$ cat src/rtl/core/sbe_pkg.sv
// Shared types and constants of the stack bytecode executor.
// Holds the opcode and status encodings and the decoded item passed front to back.
// No dependencies.
`default_nettype none
package sbe_pkg;

  typedef enum logic [5:0] {
    OP_START  = 6'd0,  OP_BYE   = 6'd1,  OP_ZERO  = 6'd2,  OP_ONE   = 6'd3,
    OP_LIT8   = 6'd4,  OP_LIT16 = 6'd5,  OP_S2D   = 6'd6,  OP_DROP  = 6'd7,
    OP_DUP    = 6'd8,  OP_SWAP  = 6'd9,  OP_OVER  = 6'd10, OP_ADD   = 6'd11,
    OP_SUB    = 6'd12, OP_AND   = 6'd13, OP_OR    = 6'd14, OP_INC   = 6'd15,
    OP_DEC    = 6'd16, OP_EQ    = 6'd17, OP_NE    = 6'd18, OP_ULT   = 6'd19,
    OP_ZEQ    = 6'd20, OP_JMP8  = 6'd21, OP_JZ8   = 6'd22, OP_JMP16 = 6'd23,
    OP_JZ16   = 6'd24, OP_CALL  = 6'd25, OP_EXIT  = 6'd26, OP_TOR   = 6'd27,
    OP_RFROM  = 6'd28, OP_RFETCH = 6'd29, OP_DLIT = 6'd30, OP_DDROP = 6'd31,
    OP_DADD   = 6'd32, OP_DSUB  = 6'd33, OP_DEQ   = 6'd34, OP_DULT  = 6'd35,
    OP_LGET   = 6'd36, OP_LSET  = 6'd37, OP_SLT   = 6'd38
  } op_t;

  localparam logic [5:0] OP_LAST = 6'd38;

  typedef enum logic [2:0] {
    ST_RUN    = 3'd0,
    ST_DONE   = 3'd1,
    ST_STACK  = 3'd2,
    ST_BOUNDS = 3'd3,
    ST_BADOP  = 3'd4
  } status_t;

  localparam logic [1:0] CFG_DATA_DEPTH   = 2'd0;
  localparam logic [1:0] CFG_RETURN_DEPTH = 2'd1;
  localparam logic [1:0] CFG_LOCALS_SIZE  = 2'd2;
  localparam logic [1:0] CFG_INIT_FRAME   = 2'd3;

  typedef struct packed {
    op_t         op;
    logic        bad;
    logic [31:0] imm;
    logic [7:0]  cf;
    logic [15:0] ft;
  } exec_item_t;

endpackage
`default_nettype wire

$ cat src/rtl/core/sbe_channels.sv
// Handshake channel interfaces of the stack bytecode executor.
// Instruction, result and configuration channels; no dependencies.
`default_nettype none
interface sbe_in_if;
  logic        valid;
  logic        ready;
  logic [5:0]  operation;
  logic [31:0] immediate;
  logic [7:0]  callee_frame;
  logic [15:0] fall_through;
  modport source(output valid, operation, immediate, callee_frame, fall_through, input ready);
  modport sink(input valid, operation, immediate, callee_frame, fall_through, output ready);
endinterface

`default_nettype wire

$ cat src/rtl/core/sbe_front.sv
// Front end: accepts instruction transactions, classifies the opcode and queues them.
// Depends on sbe_pkg and sbe_channels.
`default_nettype none
module sbe_front
  import sbe_pkg::*;
(
  input  wire logic       clk,
  input  wire logic       rst_n,
  sbe_in_if.sink          in_ch,
  output exec_item_t      q_item,
  output logic            q_valid,
  input  wire logic       q_pop
);

  exec_item_t buf_r [2];
  logic       wr_ptr_r, rd_ptr_r;
  logic [1:0] cnt_r;
  logic       push;
  exec_item_t dec;

  always_comb begin
    dec.bad = in_ch.operation > OP_LAST;
    dec.op  = dec.bad ? OP_BYE : op_t'(in_ch.operation);
    dec.imm = in_ch.immediate;
    dec.cf  = in_ch.callee_frame;
    dec.ft  = in_ch.fall_through;
  end

  assign in_ch.ready = (cnt_r != 2'd2);
  assign push        = in_ch.valid && in_ch.ready;
  assign q_valid     = (cnt_r != 2'd0);
  assign q_item      = buf_r[rd_ptr_r];

  always_ff @(posedge clk) begin
    if (push) begin
      buf_r[wr_ptr_r] <= dec;
    end
  end

  always_ff @(posedge clk) begin
    if (!rst_n) begin
      wr_ptr_r <= 1'b0;
      rd_ptr_r <= 1'b0;
      cnt_r    <= 2'd0;
    end else begin
      if (push) wr_ptr_r <= ~wr_ptr_r;
      if (q_pop) rd_ptr_r <= ~rd_ptr_r;
      cnt_r <= cnt_r + 2'(push) - 2'(q_pop);
    end
  end

endmodule
`default_nettype wire

$ cat src/flat_wrapper.sv
// flat-port wrapper written by rule: the top's interface ports become plain ports
module sbe_front_flat import sbe_pkg::*;
  (clk, rst_n, q_item, q_valid, q_pop, in_ch_valid, in_ch_operation, in_ch_immediate, in_ch_callee_frame, in_ch_fall_through, in_ch_ready);
  sbe_in_if in_ch_i ();
  input  wire logic clk;
  input  wire logic rst_n;
  output exec_item_t q_item;
  output logic q_valid;
  input  wire logic q_pop;
  input wire logic [$bits(in_ch_i.valid)-1:0] in_ch_valid;
  input wire logic [$bits(in_ch_i.operation)-1:0] in_ch_operation;
  input wire logic [$bits(in_ch_i.immediate)-1:0] in_ch_immediate;
  input wire logic [$bits(in_ch_i.callee_frame)-1:0] in_ch_callee_frame;
  input wire logic [$bits(in_ch_i.fall_through)-1:0] in_ch_fall_through;
  output wire logic [$bits(in_ch_i.ready)-1:0] in_ch_ready;
  assign in_ch_i.valid = in_ch_valid;
  assign in_ch_i.operation = in_ch_operation;
  assign in_ch_i.immediate = in_ch_immediate;
  assign in_ch_i.callee_frame = in_ch_callee_frame;
  assign in_ch_i.fall_through = in_ch_fall_through;
  assign in_ch_ready = in_ch_i.ready;
  sbe_front u_core (.clk(clk), .rst_n(rst_n), .in_ch(in_ch_i), .q_item(q_item), .q_valid(q_valid), .q_pop(q_pop));
endmodule
$ cat config.mk
export PLATFORM = sky130hd
export DESIGN_NAME = sbe_front_flat
export DESIGN_NICKNAME = d
export VERILOG_FILES = /design/src/rtl/core/sbe_pkg.sv /design/src/rtl/core/sbe_channels.sv /design/src/rtl/core/sbe_front.sv /design/src/flat_wrapper.sv
export SDC_FILE = /design/constraint.sdc
export NUM_CORES = 1
export LEC_CHECK = 0
export BUFFER_PORTS_ARGS = -buffer_cell sky130_fd_sc_hd__buf_2
export CAP_MARGIN = 20
export CORE_MARGIN = 10
export CORE_UTILIZATION = 53
export CTS_CLUSTER_DIAMETER = 100
export DETAILED_ROUTE_END_ITERATION = 10
export GPL_ROUTABILITY_DRIVEN = 0
export PLACE_DENSITY = 0.8
export SYNTH_ARGS = -nofsm -noshare
export SYNTH_HDL_FRONTEND = slang
export SYNTH_SLANG_ARGS = --single-unit
$ cat constraint.sdc
create_clock -name clk -period 5.5 [get_ports clk]
set_input_delay 0.275 -clock clk [delete_from_list [all_inputs] [get_ports clk]]
set_output_delay 0.275 -clock clk [all_outputs]
set_load 0.01 [all_outputs]
---- Yosys cells after proc, flatten, opt, wreduce, memory -nomap -nowiden ----
Memories as Yosys holds them, arrays and structs flattened. A register that Yosys moved wholly into a read port is not among the register bits.
Cells that the tools add are included.
storage, ports and cells
  logic and storage cells ................. 17
  input bits .............................. 66
  output and inout port bits .............. 65
  RAM bits ................................ 126
  flip-flop bits (word level) ............. 4
  memories ................................ 1
memory list
  name          words  width  rd ports  clocked after Yosys merged registers in  write ports  RTL line         text
  u_core.buf_r  2      63     1         1                                        1            sbe_front.sv:15  exec_item_t buf_r [2];
cells by class
  eq/ne operators ......................... 1
  add/sub/neg operators ................... 2
  bitwise gates (word level) .............. 2
  $lt $le $gt $ge ......................... 1
  muxes and demuxes ....................... 5
  reduce and logical (&&, ||, !) cells .... 2
operator list
  kind                number
  $gt 6x6->1 const B  1
  $mux 6              1
  $mux 1              4
  $add 2x1->2         1
  $ne 2x2->1 const B  1
  $not 1->1           2
  $reduce_bool 2->1   1
  $sub 2x1->2         1
  $logic_and 1x1->1   1

---- Longest topological paths before layout ----
  word-level depth ........................ 4
  mapped depth ............................ 7

---- Least setup slack after synthesis ----
No wires, ideal clock.
  kind .................................... flip-flop to flip-flop
  start ................................... register u_core.cnt_r[0]
  end ..................................... memory u_core.buf_r[0][0] (netlist name) (enable)
  stages on the path, launching flop included .. 4
  setup slack ............................. 1.566 ns
  setup time .............................. 0.492 ns
  arrival time ............................ 3.442 ns
  data required time ...................... 5.008 ns
  cells stage by stage .................... dfxtp_1 nand2b_4 and2_1 nor2b_1
on the way
  cells in the longest elaborated chain, start to end .. 4
ends and longest elaborated chain
  item                          RTL line            text
  from (decl)                   sbe_front.sv:17     logic [1:0] cnt_r;
  from (signal assigned)        sbe_front.sv:48     cnt_r <= cnt_r + 2'(push) - 2'(q_pop);
  $ne 2x2->1                    sbe_front.sv:29     assign in_ch.ready = (cnt_r != 2'd2);
  via in_ch_ready               flat_wrapper.sv:15  output wire logic [$bits(in_ch_i.ready)-1:0] in_ch_ready;
  $logic_and 1x1->1             sbe_front.sv:30     assign push = in_ch.valid && in_ch.ready;
  via u_core.push               sbe_front.sv:18     logic push;
  $mux 1                        sbe_front.sv:35     if (push) begin
  $mux 1 (implied by the code)  sbe_front.sv:36     buf_r[wr_ptr_r] <= dec;
  to (decl)                     sbe_front.sv:15
The timed path passes the listed nets, and every way through them passes these cells.

---- Final worst setup path ----
  start ................................... register u_core.cnt_r[0]
  end ..................................... memory u_core.buf_r[0][5] (netlist name) (enable)
on the way
  cells in the longest elaborated chain, start to end .. 4
ends and longest elaborated chain
  item                          RTL line
  $ne 2x2->1                    sbe_front.sv:29
  $logic_and 1x1->1             sbe_front.sv:30
  via u_core.push               sbe_front.sv:18
  $mux 1                        sbe_front.sv:35
  $mux 1 (implied by the code)  sbe_front.sv:36
The timed path passes the listed nets, and every way through them passes these cells.

==> results.sh <==
export IMPL_cts_root_buf="clkbuf_8"
export IMPL_insertion_delay_ns=0.50
export IMPL_drive_above_1_share=0.518
export IMPL_cp_top_family="simple AND/OR/NAND/NOR gates"
export IMPL_async_flop_share=0
export IMPL_drt_initial_drc_count=122
export IMPL_critPathCaptureType="flip-flop"
export IMPL_io_pins=131
export IMPL_multi_input_area_mm2=0.00115
export IMPL_path_clk_slew_ns=0.06
export IMPL_antenna_left=0
export IMPL_core_mm2=0.00937
export IMPL_yosysUniqueCellTypes=22
export IMPL_setup_viol=0
export IMPL_synth_edf_count=126
export IMPL_ys_ff_latch=131
export IMPL_use_met1=0.164
export IMPL_cap_violations=0
export IMPL_crit_buf_inv=1
export IMPL_track_usage=0.149
export IMPL_portBuffers=130
export IMPL_grt_max_degree=64
export IMPL_dr_pass1_iters=4
export IMPL_final_hold_viol_count=0
export IMPL_drc=0
export IMPL_cts_tree="done"
export IMPL_post_cts_setup_buffer_count=0
export IMPL_layout_min_cycle_time_ns=2.31
export IMPL_report_final_slew_viol_count=0
export IMPL_drt_wl_total_um=10400
export IMPL_overflow=0
export IMPL_fillers=587
export IMPL_syn2layout_area_growth_pct=36.7
export IMPL_fp_dieH_um=119
export IMPL_slew_limit_headroom=0.457
export IMPL_row_count=35
export IMPL_postLayoutCoreUtil=0.753
export IMPL_holdCritPathClass="input pin to flip-flop"
export IMPL_synthesis_nets=302
export IMPL_rsz0062_at_grt="false"
export IMPL_ys_seq_area_frac=0.752
export IMPL_syn_area_per_cell_um2=22.1
export IMPL_synth_top_flop_cell="edfxtp_1"
export IMPL_tns_ns=0
export IMPL_grt_pass1_wl_um=16500
export IMPL_worstPathMaxFanout=36
export IMPL_critPathKind="flip-flop to flip-flop"
export IMPL_required_ns=5.63
export IMPL_grtUsageMet3=0.0462
export IMPL_power_density_mw_per_mm2=421
export IMPL_status="completed"
export IMPL_antenna_found_initial=1
export IMPL_max_clock_freq_mhz=432
export IMPL_skew_ns=0.00863
export IMPL_hpwl_um=6410
export IMPL_cp_start_kind="flip-flop"
export IMPL_irDropWorstVdd_mv=0.258
export IMPL_path_cells="nand2b_4, and2_1, nor2b_4, buf_4"
export IMPL_yosysWarnings=0
export IMPL_die_area_mm2=0.0141
export IMPL_syn_inst=234
export IMPL_tightestPinTransition_ns=0.813
export IMPL_fin_nets=503
export IMPL_vias=2813
export IMPL_h_tree_depth=4
export IMPL_cts_buffer_depth=2
export IMPL_p_leak_nw=2.83
export IMPL_min_period_over_period=0.421
export IMPL_wl_per_cell_um=18.0
export IMPL_final_seq_area_mm2=0.00389
export IMPL_viasPerCell=4.87
export IMPL_arrival_ns=2.45
export IMPL_syn_area_mm2=0.00517
export IMPL_numCtsBuffers=17
export IMPL_cpMaxStageDelayCell="nor2b_4"
export IMPL_clock_sinks=131
export IMPL_met2_usage=0.255
export IMPL_die_w_um=119
export IMPL_grt_pass1_vias=3097
export IMPL_slowest_delay_ns=0.71
export IMPL_top_usage_layer="met2"
export IMPL_initial_core_util=0.551
==> routing by layer <==
metal | vias to the layer above | part of all wire
li1 | 1317 | -
met2 | 90 | 0.53
met1 | 1395 | 0.40
met4 | 0 | 0.017
met5 | - | 0
met3 | 11 | 0.058
==> per-stage QoR <==
step	std cells	instance area [um^2]	hold WS (ns)	power (mW)	setup slack [ns]
global placement	488	5870	0.464	1.84	3.24
detailed placement	488	5870	0.468	1.86	3.17
floorplan	234	5170	0.374	1.68	1.57
global route	578	7060	0.0519	3.09	3.03
CTS	576	7030	0.0231	2.99	2.95
finish	578	7060	0.0459	2.97	3.19
==> final timing paths <==
check / start / endpoint / slack (ns) / cells after the start
max reg2reg: u_core.cnt_r[0] / u_core.buf_r[0][5] / 3.19 / 4
max: u_core.cnt_r[0] / u_core.buf_r[0][5] / 3.19 / 4
min reg2reg: u_core.wr_ptr_r / u_core.wr_ptr_r / 0.53 / 2
min: rst_n / flip-flop / 0.05 / 2
==> Yosys cell counts, types with 2 or more instances <==
master	number	area, um^2
nor2b_1	3	18.8
buf_12	6	120
inv_1	2	7.51
edfxtp_1	126	3780
mux2_4	60	901
ha_1	2	25.0
xnor2_1	2	17.5
and2_1	5	31.3
o21ai_0	2	10.0
a21boi_0	3	22.5
nand2_1	5	18.8
dfxtp_1	5	100
and3_1	2	12.5
mux2_2	3	33.8
==> layout make-up <==
cell class                      instances  share of cell area
Clock buffer                           17              0.0587
Timing Repair Buffer                  189               0.178
Multi-Input combinational cell         94               0.163
Inverter                                2             0.00106
Tap cell                              129              0.0229
Sequential cell                       131               0.551
Antenna cell                            1            0.000354
Clock inverter                         15              0.0257
==> placed cells by master, fill, tap and decap left out, types with 2 or more instances in the layout <==
cell type and instances:
nor2b_1 2, buf_2 130, dlygate4sd3_1 56, inv_1 2
clkinvlp_4 4, nand2_1 5, o21ai_0 2, clkbuf_16 16
a21boi_0 3, buf_4 2, mux2_4 60, edfxtp_1 126
ha_1 2, xnor2_1 2, bufinv_16 3, and2_1 5
clkinv_4 3, dfxtp_1 4, mux2_2 3, inv_6 3
==> worst register-to-register path: stages (launching register included) <==
cell      delay (ns)
dfxtp_1         0.34
nand2b_4        0.14
and2_1          0.19
nor2b_4         0.71
buf_4           0.57
==> timing repair <==
action,4_1_cts,5_1_grt
hold endpoints to repair,112,0
gates resized for setup,0,0
hold buffers,56,0
==> where the power goes <==
group,internal [mW],switching [mW]
clock,0.693,0.413
sequential,1.28,0.0513
combinational,0.278,0.260
total,2.25,0.724
==> kinds of logic after synthesis <==
logic type / count (synthesis) / synth area share
flip-flops: 131 / 0.752
XOR/XNOR: 3 / 0.00509
adder cells (fa/ha/maj): 2 / 0.00484
buffers and inverters: 9 / 0.0269
multiplexers: 63 / 0.181
AND/OR/NAND/NOR: 21 / 0.0242
AO/OA/AOI/OAI: 5 / 0.00630
==> flip-flops by register name, summed over array words and instances, names as in the netlist, named ones only <==
| register | flops |
|---|---|
| u_core.buf_r | 126 |
| u_core.wr_ptr_r | 1 |
| u_core.rd_ptr_r | 1 |
| u_core.cnt_r | 2 |
Power figures use the tool's default switching activity.
